===== config.mk =====
export PLATFORM = sky130hd
export DESIGN_NAME = button_debounce_autorepeat
export DESIGN_NICKNAME = d
export VERILOG_FILES = /design/src/rtl/bdar_pkg.sv /design/src/rtl/bdar_regs.sv /design/src/rtl/bdar_lane.sv /design/src/rtl/button_debounce_autorepeat.sv
export SDC_FILE = /design/constraint.sdc
export NUM_CORES = 2
export LEC_CHECK = 0
export BUFFER_PORTS_ARGS = -buffer_cell sky130_fd_sc_hd__buf_4
export CORE_AREA = 2 2 375 377
export DETAILED_ROUTE_END_ITERATION = 12
export DIE_AREA = 0 0 377 379
export PLACE_DENSITY = 0.45
export SLEW_MARGIN = 25
export SYNTH_ARGS = -nofsm -noshare
export SYNTH_HDL_FRONTEND = slang
export SYNTH_SLANG_ARGS = --single-unit

===== constraint.sdc =====
create_clock -name clk -period 6.8 [get_ports clk]
set_clock_uncertainty 0.1 [all_clocks]
set_input_delay 1.36 -clock clk [delete_from_list [all_inputs] [get_ports clk]]
set_output_delay 1.36 -clock clk [all_outputs]
set_load 0.05 [all_outputs]

===== src/rtl/bdar_pkg.sv =====
`timescale 1ns / 1ps
// Shared types and constants for the button debouncer with auto-repeat.
// Depends on nothing; every other file in rtl uses it by scoped names.
package bdar_pkg;

  localparam int NUM_BUTTONS = 5;
  localparam int TIME_W      = 32;
  localparam int CFG_W       = 16;
  localparam int CFG_IDX_W   = 2;

  localparam logic [CFG_IDX_W-1:0] REG_IGNORE       = 2'd0;
  localparam logic [CFG_IDX_W-1:0] REG_REPEAT_DELAY = 2'd1;
  localparam logic [CFG_IDX_W-1:0] REG_REPEAT_PER   = 2'd2;

  localparam logic [CFG_W-1:0] RST_IGNORE       = 16'd250;
  localparam logic [CFG_W-1:0] RST_REPEAT_DELAY = 16'd1000;
  localparam logic [CFG_W-1:0] RST_REPEAT_PER   = 16'd100;

  typedef struct packed {
    logic [CFG_W-1:0] ignore_ms;
    logic [CFG_W-1:0] repeat_delay_ms;
    logic [CFG_W-1:0] repeat_period_ms;
  } cfg_t;

  // Per-button result of one scan.
  typedef struct packed {
    logic chg;
    logic stable;
    logic rep;
  } lane_res_t;

endpackage


===== src/rtl/bdar_regs.sv =====
`timescale 1ns / 1ps
// Configuration register file for the debouncer: three 16-bit timing registers.
// Depends on bdar_pkg.
module bdar_regs (
  input  logic                          clk,
  input  logic                          rst,
  input  logic                          cfg_we,
  input  logic [bdar_pkg::CFG_IDX_W-1:0] cfg_index,
  input  logic [bdar_pkg::CFG_W-1:0]     cfg_data,
  output bdar_pkg::cfg_t                cfg
);

  always_ff @(posedge clk) begin
    if (rst) begin
      cfg.ignore_ms        <= bdar_pkg::RST_IGNORE;
      cfg.repeat_delay_ms  <= bdar_pkg::RST_REPEAT_DELAY;
      cfg.repeat_period_ms <= bdar_pkg::RST_REPEAT_PER;
    end else if (cfg_we) begin
      unique case (cfg_index)
        bdar_pkg::REG_IGNORE:       cfg.ignore_ms        <= cfg_data;
        bdar_pkg::REG_REPEAT_DELAY: cfg.repeat_delay_ms  <= cfg_data;
        bdar_pkg::REG_REPEAT_PER:   cfg.repeat_period_ms <= cfg_data;
        default: ;
      endcase
    end
  end

endmodule


===== src/rtl/bdar_lane.sv =====
`timescale 1ns / 1ps
// One button lane: debounce window, stable level and auto-repeat timing state.
// Depends on bdar_pkg.
module bdar_lane (
  input  logic                        clk,
  input  logic                        rst,
  input  logic                        step,
  input  logic                        pin,
  input  logic [bdar_pkg::TIME_W-1:0] now,
  input  bdar_pkg::cfg_t              cfg,
  output bdar_pkg::lane_res_t         res
);

  logic                        stable;
  logic                        rep;
  logic [bdar_pkg::TIME_W-1:0] ign_stamp;
  logic [bdar_pkg::TIME_W-1:0] rep_stamp;

  logic                        stable_next;
  logic                        rep_next;
  logic                        chg;
  logic [bdar_pkg::TIME_W-1:0] ign_stamp_next;
  logic [bdar_pkg::TIME_W-1:0] rep_stamp_next;
  logic [bdar_pkg::TIME_W-1:0] ign_elapsed;
  logic [bdar_pkg::TIME_W-1:0] rep_elapsed;
  logic [bdar_pkg::TIME_W-1:0] ignore_w;
  logic                        held;

  assign ignore_w    = {{(bdar_pkg::TIME_W-bdar_pkg::CFG_W){1'b0}}, cfg.ignore_ms};
  assign ign_elapsed = now - ign_stamp;
  assign rep_elapsed = now - rep_stamp;
  assign held        = ign_elapsed < ignore_w;

  always_comb begin
    stable_next    = stable;
    rep_next       = rep;
    chg            = 1'b0;
    ign_stamp_next = ign_stamp;
    rep_stamp_next = rep_stamp;
    if (!held) begin
      stable_next = pin;
      if (stable != pin) begin
        chg            = 1'b1;
        ign_stamp_next = now;
        if (pin) begin
          rep_next = 1'b0;
        end else begin
          rep_stamp_next = now;
        end
      end else begin
        // A quiet button keeps its window already expired.
        ign_stamp_next = now - ignore_w;
        if (!pin) begin
          if (rep) begin
            if (rep_elapsed >= {{(bdar_pkg::TIME_W-bdar_pkg::CFG_W){1'b0}},
                                cfg.repeat_period_ms}) begin
              chg            = 1'b1;
              rep_stamp_next = now;
            end
          end else if (rep_elapsed >= {{(bdar_pkg::TIME_W-bdar_pkg::CFG_W){1'b0}},
                                       cfg.repeat_delay_ms}) begin
            rep_next       = 1'b1;
            chg            = 1'b1;
            rep_stamp_next = now;
          end
        end
      end
    end
  end

  always_ff @(posedge clk) begin
    if (rst) begin
      stable    <= 1'b1;
      rep       <= 1'b0;
      ign_stamp <= '0;
      rep_stamp <= '0;
    end else if (step) begin
      stable    <= stable_next;
      rep       <= rep_next;
      ign_stamp <= ign_stamp_next;
      rep_stamp <= rep_stamp_next;
    end
  end

  assign res.chg    = chg;
  assign res.stable = stable_next;
  assign res.rep    = rep_next;

endmodule


===== src/rtl/button_debounce_autorepeat.sv =====
`timescale 1ns / 1ps
// Top level of the five-button debouncer with auto-repeat.
// Depends on bdar_pkg, bdar_regs and bdar_lane.
//
//   Channel  Handshake                 Payload
//   in       in_valid / in_ready       pin_levels[4:0], now_ms[31:0]
//   out      out_valid / out_ready     changed[4:0], stable_levels[4:0], repeating[4:0]
//   cfg      cfg_we (no wait)          cfg_index[1:0], cfg_data[15:0]
//
// An accepted scan item lands in the input register. Once the result register is free
// or being emptied, the lane logic moves the item into it and raises out_valid.
// While out_ready stays high, the block accepts one item per cycle.
// The lane logic sets only the clock period: per button it has two 32-bit
// subtract-and-compare paths and one 32-bit subtract that backdates the window.
// Reset (synchronous, active high) marks all buttons released, clears repeat
// state, zeroes every time stamp and loads the register reset values.
// When the result is not taken, the input register still holds one more item.
// in_ready drops only when both stages are full and out_ready is low.
module button_debounce_autorepeat (
  input  logic                             clk,
  input  logic                             rst,
  input  logic                             in_valid,
  output logic                             in_ready,
  input  logic [bdar_pkg::NUM_BUTTONS-1:0] pin_levels,
  input  logic [bdar_pkg::TIME_W-1:0]      now_ms,
  output logic                             out_valid,
  input  logic                             out_ready,
  output logic [bdar_pkg::NUM_BUTTONS-1:0] changed,
  output logic [bdar_pkg::NUM_BUTTONS-1:0] stable_levels,
  output logic [bdar_pkg::NUM_BUTTONS-1:0] repeating,
  input  logic                             cfg_we,
  input  logic [bdar_pkg::CFG_IDX_W-1:0]   cfg_index,
  input  logic [bdar_pkg::CFG_W-1:0]       cfg_data
);

  bdar_pkg::cfg_t cfg;

  // Input register stage.
  logic                             s1_valid;
  logic [bdar_pkg::NUM_BUTTONS-1:0] s1_pins;
  logic [bdar_pkg::TIME_W-1:0]      s1_now;

  // The result register is free, or is being emptied this cycle.
  logic advance;
  logic step;

  bdar_pkg::lane_res_t lane_res [bdar_pkg::NUM_BUTTONS];

  assign advance  = !out_valid || out_ready;
  assign in_ready = !s1_valid || advance;
  // Button state moves forward exactly when the staged item enters the result register.
  assign step     = s1_valid && advance;

  bdar_regs u_regs (
    .clk       (clk),
    .rst       (rst),
    .cfg_we    (cfg_we),
    .cfg_index (cfg_index),
    .cfg_data  (cfg_data),
    .cfg       (cfg)
  );

  for (genvar i = 0; i < bdar_pkg::NUM_BUTTONS; i++) begin : g_lane
    bdar_lane u_lane (
      .clk  (clk),
      .rst  (rst),
      .step (step),
      .pin  (s1_pins[i]),
      .now  (s1_now),
      .cfg  (cfg),
      .res  (lane_res[i])
    );
  end

  always_ff @(posedge clk) begin
    if (rst) begin
      s1_valid  <= 1'b0;
      out_valid <= 1'b0;
    end else begin
      if (in_valid && in_ready) begin
        s1_valid <= 1'b1;
      end else if (advance) begin
        s1_valid <= 1'b0;
      end
      if (advance) begin
        out_valid <= s1_valid;
      end
    end
  end

  // Payload registers need no reset.
  always_ff @(posedge clk) begin
    if (in_valid && in_ready) begin
      s1_pins <= pin_levels;
      s1_now  <= now_ms;
    end
  end

  for (genvar i = 0; i < bdar_pkg::NUM_BUTTONS; i++) begin : g_out
    always_ff @(posedge clk) begin
      if (step) begin
        changed[i]       <= lane_res[i].chg;
        stable_levels[i] <= lane_res[i].stable;
        repeating[i]     <= lane_res[i].rep;
      end
    end
  end

  // Auto-repeat is only ever active on a button whose stable level is pressed.
  a_rep_pressed: assert property (@(posedge clk) disable iff (rst)
    out_valid |-> ((repeating & stable_levels) == '0))
    else $error("repeating flag set on a released button");

  // With the result register empty, the block always takes a new item.
  a_ready_free: assert property (@(posedge clk) disable iff (rst)
    !out_valid |-> in_ready)
    else $error("input stalled while result register empty");

  // A staged item behind a stalled result is neither lost nor replaced.
  a_stage_hold: assert property (@(posedge clk) disable iff (rst)
    (s1_valid && out_valid && !out_ready) |=> (s1_valid && $stable(s1_now)))
    else $error("staged item lost during output stall");

  // Reset leaves no result pending.
  a_reset_empty: assert property (@(posedge clk)
    rst |=> (!out_valid && !s1_valid))
    else $error("pipeline not empty after reset");

endmodule


# After elaboration in Yosys (flattened, before gate mapping)
# Cells that the tools add are included.
[totals] output_inout_bits=17 reg_bits=432
[classes] order_cmp=15 n_bitwise=10 reduce_logical=26 mux=92 n_eq_ne=12 addsub=11
[ops] op="two-way mux 32 bit" n=35
[ops] op=">= comparator 32 x 16 -> 1 bit" n=10
[ops] op="subtractor 32 bit" n=10
[ops] op="< comparator 32 x 16 -> 1 bit" n=5
[ops] op="two-way mux 1 bit" n=57
[ops] op="subtractor 32 x 16 -> 32 bit" n=1
[ops] op="AND reduction 5 bit" n=5
[ops] op="AND reduction 2 bit" n=8
[ops] op="inequality test 3 bit, second input constant" n=5
[ops] op="nonzero test 3 bit" n=5
[ops] op="NOT 1 bit" n=10
[ops] op="inequality test 1 bit" n=5
[ops] op="equality test 2 x 1 -> 1 bit, second input constant" n=1
[ops] op="equality test 2 bit, second input constant" n=1
[ops] op="logical AND 1 bit" n=2
[ops] op="zero test 1 bit" n=2
[ops] op="zero test 2 bit" n=1
[ops] op="logical OR 1 bit" n=2
[ops] op="nonzero test 2 bit" n=1

# Longest topological paths before layout
[depth] word_depth=7 ltp_mapped=26 ltp_nobuf=24

# Hierarchy
# From an unflattened synthesis, not the netlist that was laid out.
[unflattened] cells_unflattened=6447 hier_area_um2=49473.7
[modules_own_cells] mod="bdar_lane (g_lane[0].u_lane ...)" seq_area_each_um2=1321.3 cells_per_inst=1246 n_inst=3 area_each_um2=9198.8
[modules_own_cells] mod="bdar_lane (g_lane[1].u_lane)" seq_area_each_um2=1321.3 cells_per_inst=1244 n_inst=1 area_each_um2=9285.2
[modules_own_cells] mod="bdar_lane (g_lane[4].u_lane)" seq_area_each_um2=1321.3 cells_per_inst=1216 n_inst=1 area_each_um2=8971.1
[modules_own_cells] mod="bdar_regs" seq_area_each_um2=960.9 cells_per_inst=187 n_inst=1 area_each_um2=1955.6
[modules_own_cells] mod="button_debounce_autorepeat" seq_area_each_um2=1601.5 cells_per_inst=62 n_inst=1 area_each_um2=1665.3

# Least setup slack after synthesis
# Ideal clock, no wire load.
[synth_path] path_type="reg2reg" from="register s1_now[1] (netlist bit)" to="register stable_levels[4] (netlist bit) (data pin)" setup_time_ns=0.253 stages_incl_launch_ff=25 path_buffers=2 period_less_slack_ns=5.498 required_ns=6.447 arrival_time_ns=5.146 path_slack_ns=1.302 cell_sequence="edfxtp_1 -> ha_1 -> nor2b_1 -> o21ai_0 -> a21boi_1 -> o211a_1 -> nor2_1 -> o21ai_0 -> a21o_1 -> a21oi_1 -> xnor2_1 -> ha_1 -> a21oi_1 -> nor2b_1 -> o21ai_0 -> o2111ai_1 -> a2111oi_2 -> o31a_1 -> o2111ai_1 -> or4_4 -> or4b_1 -> buf_2 -> buf_2 -> nand2_1 -> nand2_1"
[synth_between] elab_chain_len=3
[synth_rtl] element="start, declared" line_no="button_debounce_autorepeat.sv:41" text="logic [bdar_pkg::TIME_W-1:0] s1_now;"
[synth_rtl] element="start signal, assigned" line_no="button_debounce_autorepeat.sv:95" text="s1_now <= now_ms;"
[synth_rtl] element="subtractor 32 bit" line_no="bdar_lane.sv:30" text="assign ign_elapsed = now - ign_stamp;"
[synth_rtl] element="< comparator 32 x 16 -> 1 bit" line_no="bdar_lane.sv:32" text="assign held = ign_elapsed < ignore_w;"
[synth_rtl] element="two-way mux 1 bit" line_no="bdar_lane.sv:40" text="if (!held) begin"
[synth_rtl] element="via g_lane[4].u_lane.stable_next" line_no="bdar_lane.sv:19" text="logic stable_next;"
[synth_rtl] element="end signal, assigned by index" line_no="button_debounce_autorepeat.sv:103" text="stable_levels[i] <= lane_res[i].stable;"
[synth_rtl] element="end, declared" line_no="button_debounce_autorepeat.sv:29" text="output logic [bdar_pkg::NUM_BUTTONS-1:0] stable_levels,"
# The timed path passes the listed nets, and every way through them passes these cells.
# A chain may end at the register's enable or synchronous reset.

# Worst setup path after layout
[layout_path] from="register s1_now[0] (netlist bit)" to="register g_lane[1].u_lane.ign_stamp[0] (netlist bit)"
[layout_between] elab_chain_len=4 elab_cells_between_ends=6 cone_classes="add/sub: 2; order compare: 1; mux: 1; bitwise: 1; reduce/logical: 1"
[layout_rtl] element="subtractor 32 bit" line_no="bdar_lane.sv:30"
[layout_rtl] element="< comparator 32 x 16 -> 1 bit" line_no="bdar_lane.sv:32"
[layout_rtl] element="NOT 1 bit (no line)"
[layout_rtl] element="AND reduction 2 bit (no line)"
[layout_rtl] element="end signal, assigned" line_no="bdar_lane.sv:80" text="ign_stamp <= ign_stamp_next;"
[layout_rtl] element="end, declared" line_no="bdar_lane.sv:16" text="logic [bdar_pkg::TIME_W-1:0] ign_stamp;"
# Several ways; a longest one is shown, not always the timed one.

==> qor.yml <==
status:
  status: "completed"
placement:
  place_congestion: 0.946
  post-dp-hpwl_um: 137000
  placed_area_um2: 45700
  dp_slack_ns: 0.384
  port_buffers: 76
critical_path:
  cp-end-kind: "flip-flop"
  critPathLaunchType: "flip-flop"
  crit_fanout: 57
  worstPathRequired_ns: 7.24
  cp_data_arrival_time_ns: 6.88
  path_class: "flip-flop to flip-flop"
  critPathLaunch: "s1_now[0]"
  regToRegStartpoint: "s1_now[0]"
sta:
  setup_viol: 0
  timing.final.crit_share_pct: 94.7
  final.setup.tns_ns: 0
  worstMarginPinSlew_ns: 1.10
  maxSlewViolCount: 0
  setup_ws_ns: 0.361
  hold_viol: 0
  max_freq_mhz: 155
  slew_headroom_pct: 26.1
  post-route-min-period_ns: 6.44
  hold_ws_ns: 0.355
  rsz0062_at_grt: "no"
synth:
  async_flop_share_pct: 0
  synthFlopType: "dfxtp_1"
  synth_seq_cells: 432
  synth.distinct_cells: 108
  yosys_warnings: 0
  synth_nets: 6186
  synth_cells: 5554
  postSynthAreaPerCell_um2: 7.69
  synth_area_um2: 42700
  ys_seq_area_share_pct: 21.5
  synth-edff-count: 52
clocking:
  insertion_delay_ns: 0.69
  post_cts_buffers: 0
  cts_resized: 0
  clock_sinks: 432
  hold_buffers: 0
  path_clk_slew_ns: 0.06
  clock-root-buffer: "clkbuf_16"
  htree_levels: 2
  cts_tree: "done"
  clockBufferDepth: 3
  cts_made_buffers: 59
power_and_ir_drop:
  p_leak_uw: 0.0192
  power_density_nw_per_um2: 209
  power_uw: 9990
  ir_drop_mv: 0.246
  power.switching_uw: 3930
  pwr-share-seq_pct: 28.4
  comb_power_share_pct: 38.6
  p_int_uw: 6070
  p_clk_share_pct: 33.1
  swShare_pct: 39.3
global_routing:
  grt_pass1_vias: 39600
  antenna_found_initial: 7
  grt_max_degree: 145
  gr-usage-all-layers_pct: 24.0
  gr-usage-met2_pct: 40.1
  grt_pass1_wl_um: 260000
  top_usage_layer: "met2"
  grt_util_met1_pct: 32.0
  met3_usage_pct: 2.65
  grt.overflow.total: 0
layout:
  area_delta_synth_final_pct: 11.8
  drive_above_1_share_pct: 7.48
  multi_input_area_um2: 31100
  register_area_um2: 9170
  num-nets-final: 6188
  nFillCells: 14900
  finalInstanceArea_um2: 47700
floorplan:
  fp.dieW_um: 377
  initial_utilization_pct: 30.7
  dieHeight_um: 379
  core-area_um2: 139000
  rows: 137
  dieArea_um2: 143000
  io_pins: 77
drt:
  wl_per_cell_um: 23.6
  drcViolationCount: 0
  wl_um: 175000
  detail-route-antenna-nets: 0
  firstDrtPassIters: 6
  routed-via-count: 41200
  viasPerCell: 5.56
  drt_iter0_markers: 3241
hold_path:
  min_path_type: "flip-flop to flip-flop"
  holdCritStartpoint: "u_regs.cfg[12]"
flow_run:
  drv_cap: 0
## path summary, 6_finish.rpt
kind / endpoint / slack (ns) / cells past startpoint
max: g_lane[1].u_lane.ign_stamp[0] / 0.36 / 22
min reg2reg: u_regs.cfg[12] / 0.35 / 2
max reg2reg: g_lane[1].u_lane.ign_stamp[0] / 0.36 / 22
min: u_regs.cfg[12] / 0.35 / 2
## metrics by stage
stage          util [%]  instances
2_1_floorplan         -       5554
5_1_grt            34.4       7414
3_3_place_gp       32.9       7298
3_5_place_dp       32.9       7298
6_report           34.4       7414
4_1_cts            34.3       7408
## kinds of logic after synthesis
logic type / after synthesis / share of synthesized area [%]
xor gates and xnor gates: 308 / 6.34
muxes: 201 / 4.73
adders and majority gates: 572 / 17.0
buffers and inverters: 683 / 6.31
DFF: 432 / 21.5
AOI/OAI and AO/OA: 1689 / 26.1
and+or+nand+nor: 1669 / 18.1
## cells in the final DEF, fill, tap and decap left out, types with 16 or more instances in the layout
cell type	n
nand2_1	650
ha_1	561
a21oi_1	531
nor2_1	443
inv_1	426
dfxtp_1	380
o21ai_0	282
mux2i_1	195
buf_4	186
a211oi_1	173
a21o_1	162
xor2_1	157
xnor2_1	141
nand4_1	94
nand3_1	85
o211ai_1	80
nor3_1	73
o21a_1	71
clkbuf_16	63
edfxtp_1	52
nand2b_1	51
nor2b_1	45
a31oi_1	41
and3_1	39
o21bai_1	32
nor4_1	30
or3_1	25
a21boi_0	22
a2111oi_0	22
a211oi_2	21
o211a_1	20
o2111ai_1	19
a211o_1	19
and2_1	19
or2_2	16
## sequential cells by signal, indices dropped and copies added (netlist names)
name,flops
changed,5
stable_levels,5
out_valid,1
g_lane.u_lane.rep,5
s1_now,32
g_lane.u_lane.stable,5
g_lane.u_lane.ign_stamp,160
s1_valid,1
repeating,5
u_regs.cfg,48
g_lane.u_lane.rep_stamp,160
s1_pins,5
## layout make-up
class	count	area share, %
timing repair buffer	196	3.33
inverter	428	3.38
multi-input combinational	4439	65.1
clock buffer	79	3.66
antenna	2	0.0105
clock inverter	31	0.595
tap	1807	4.74
sequential	432	19.2
## power by group through the flow
| stage | combinational (uW) | clock [uW] | sequential (uW) |
|---|---|---|---|
| final | 3850 | 3300 | 2840 |
| after global placement | 3780 | 0 | 2890 |
| after global routing | 4260 | 3480 | 2850 |
| after CTS | 3820 | 3390 | 2840 |
| after detailed placement | 3790 | 0 | 2890 |
| after floorplan | 2610 | 0 | 2870 |
## metal layers
| metal | up-vias | wire length (um) |
|---|---|---|
| li1 | 20100 | - |
| met1 | 19800 | 79500 |
| met2 | 1059 | 80600 |
| met3 | 211 | 8480 |
| met4 | 4 | 6680 |
| met5 | - | 32 |
## worst max-delay path, stage by stage, from the launching register on
cell and delay, ns:
edfxtp_1 0.49, inv_1 0.16, buf_4 0.22, ha_1 0.19
inv_1 0.05, fa_1 0.42, a211oi_1 0.36, o32ai_1 0.19
a41oi_1 0.47, o31a_1 0.33, xnor2_1 0.16, ha_1 0.27
a21o_1 0.16, a21oi_1 0.19, o21a_1 0.15, o2111ai_1 0.13
a2111oi_0 0.51, nand4_1 0.17, and4bb_1 0.75, nor2_4 0.15
buf_4 0.35, mux2i_1 0.23, nor2_1 0.05
## synthesized netlist by cell type (25+ instances only)
| cell | number | area (um2) |
|---|---|---|
| nor2_1 | 446 | 1670 |
| xor2_1 | 162 | 1420 |
| o21ai_0 | 282 | 1410 |
| xnor2_1 | 145 | 1270 |
| clkbuf_1 | 207 | 777 |
| edfxtp_1 | 52 | 1560 |
| or3_1 | 25 | 156 |
| mux2i_1 | 195 | 1950 |
| and3_1 | 39 | 244 |
| buf_2 | 25 | 125 |
| nor2b_1 | 45 | 282 |
| o21bai_1 | 32 | 240 |
| nand2_1 | 650 | 2440 |
| a211oi_1 | 173 | 1300 |
| nand4_1 | 94 | 588 |
| dfxtp_1 | 380 | 7610 |
| a21o_1 | 162 | 1220 |
| o21a_1 | 71 | 533 |
| nand2b_1 | 53 | 332 |
| a31oi_1 | 41 | 257 |
| a21oi_1 | 533 | 2670 |
| nand3_1 | 85 | 425 |
| o211ai_1 | 80 | 601 |
| inv_1 | 427 | 1600 |
| ha_1 | 561 | 7020 |
| nor3_1 | 74 | 370 |
| nor4_1 | 32 | 200 |
No activity file was read; power rests on OpenSTA's default activity.
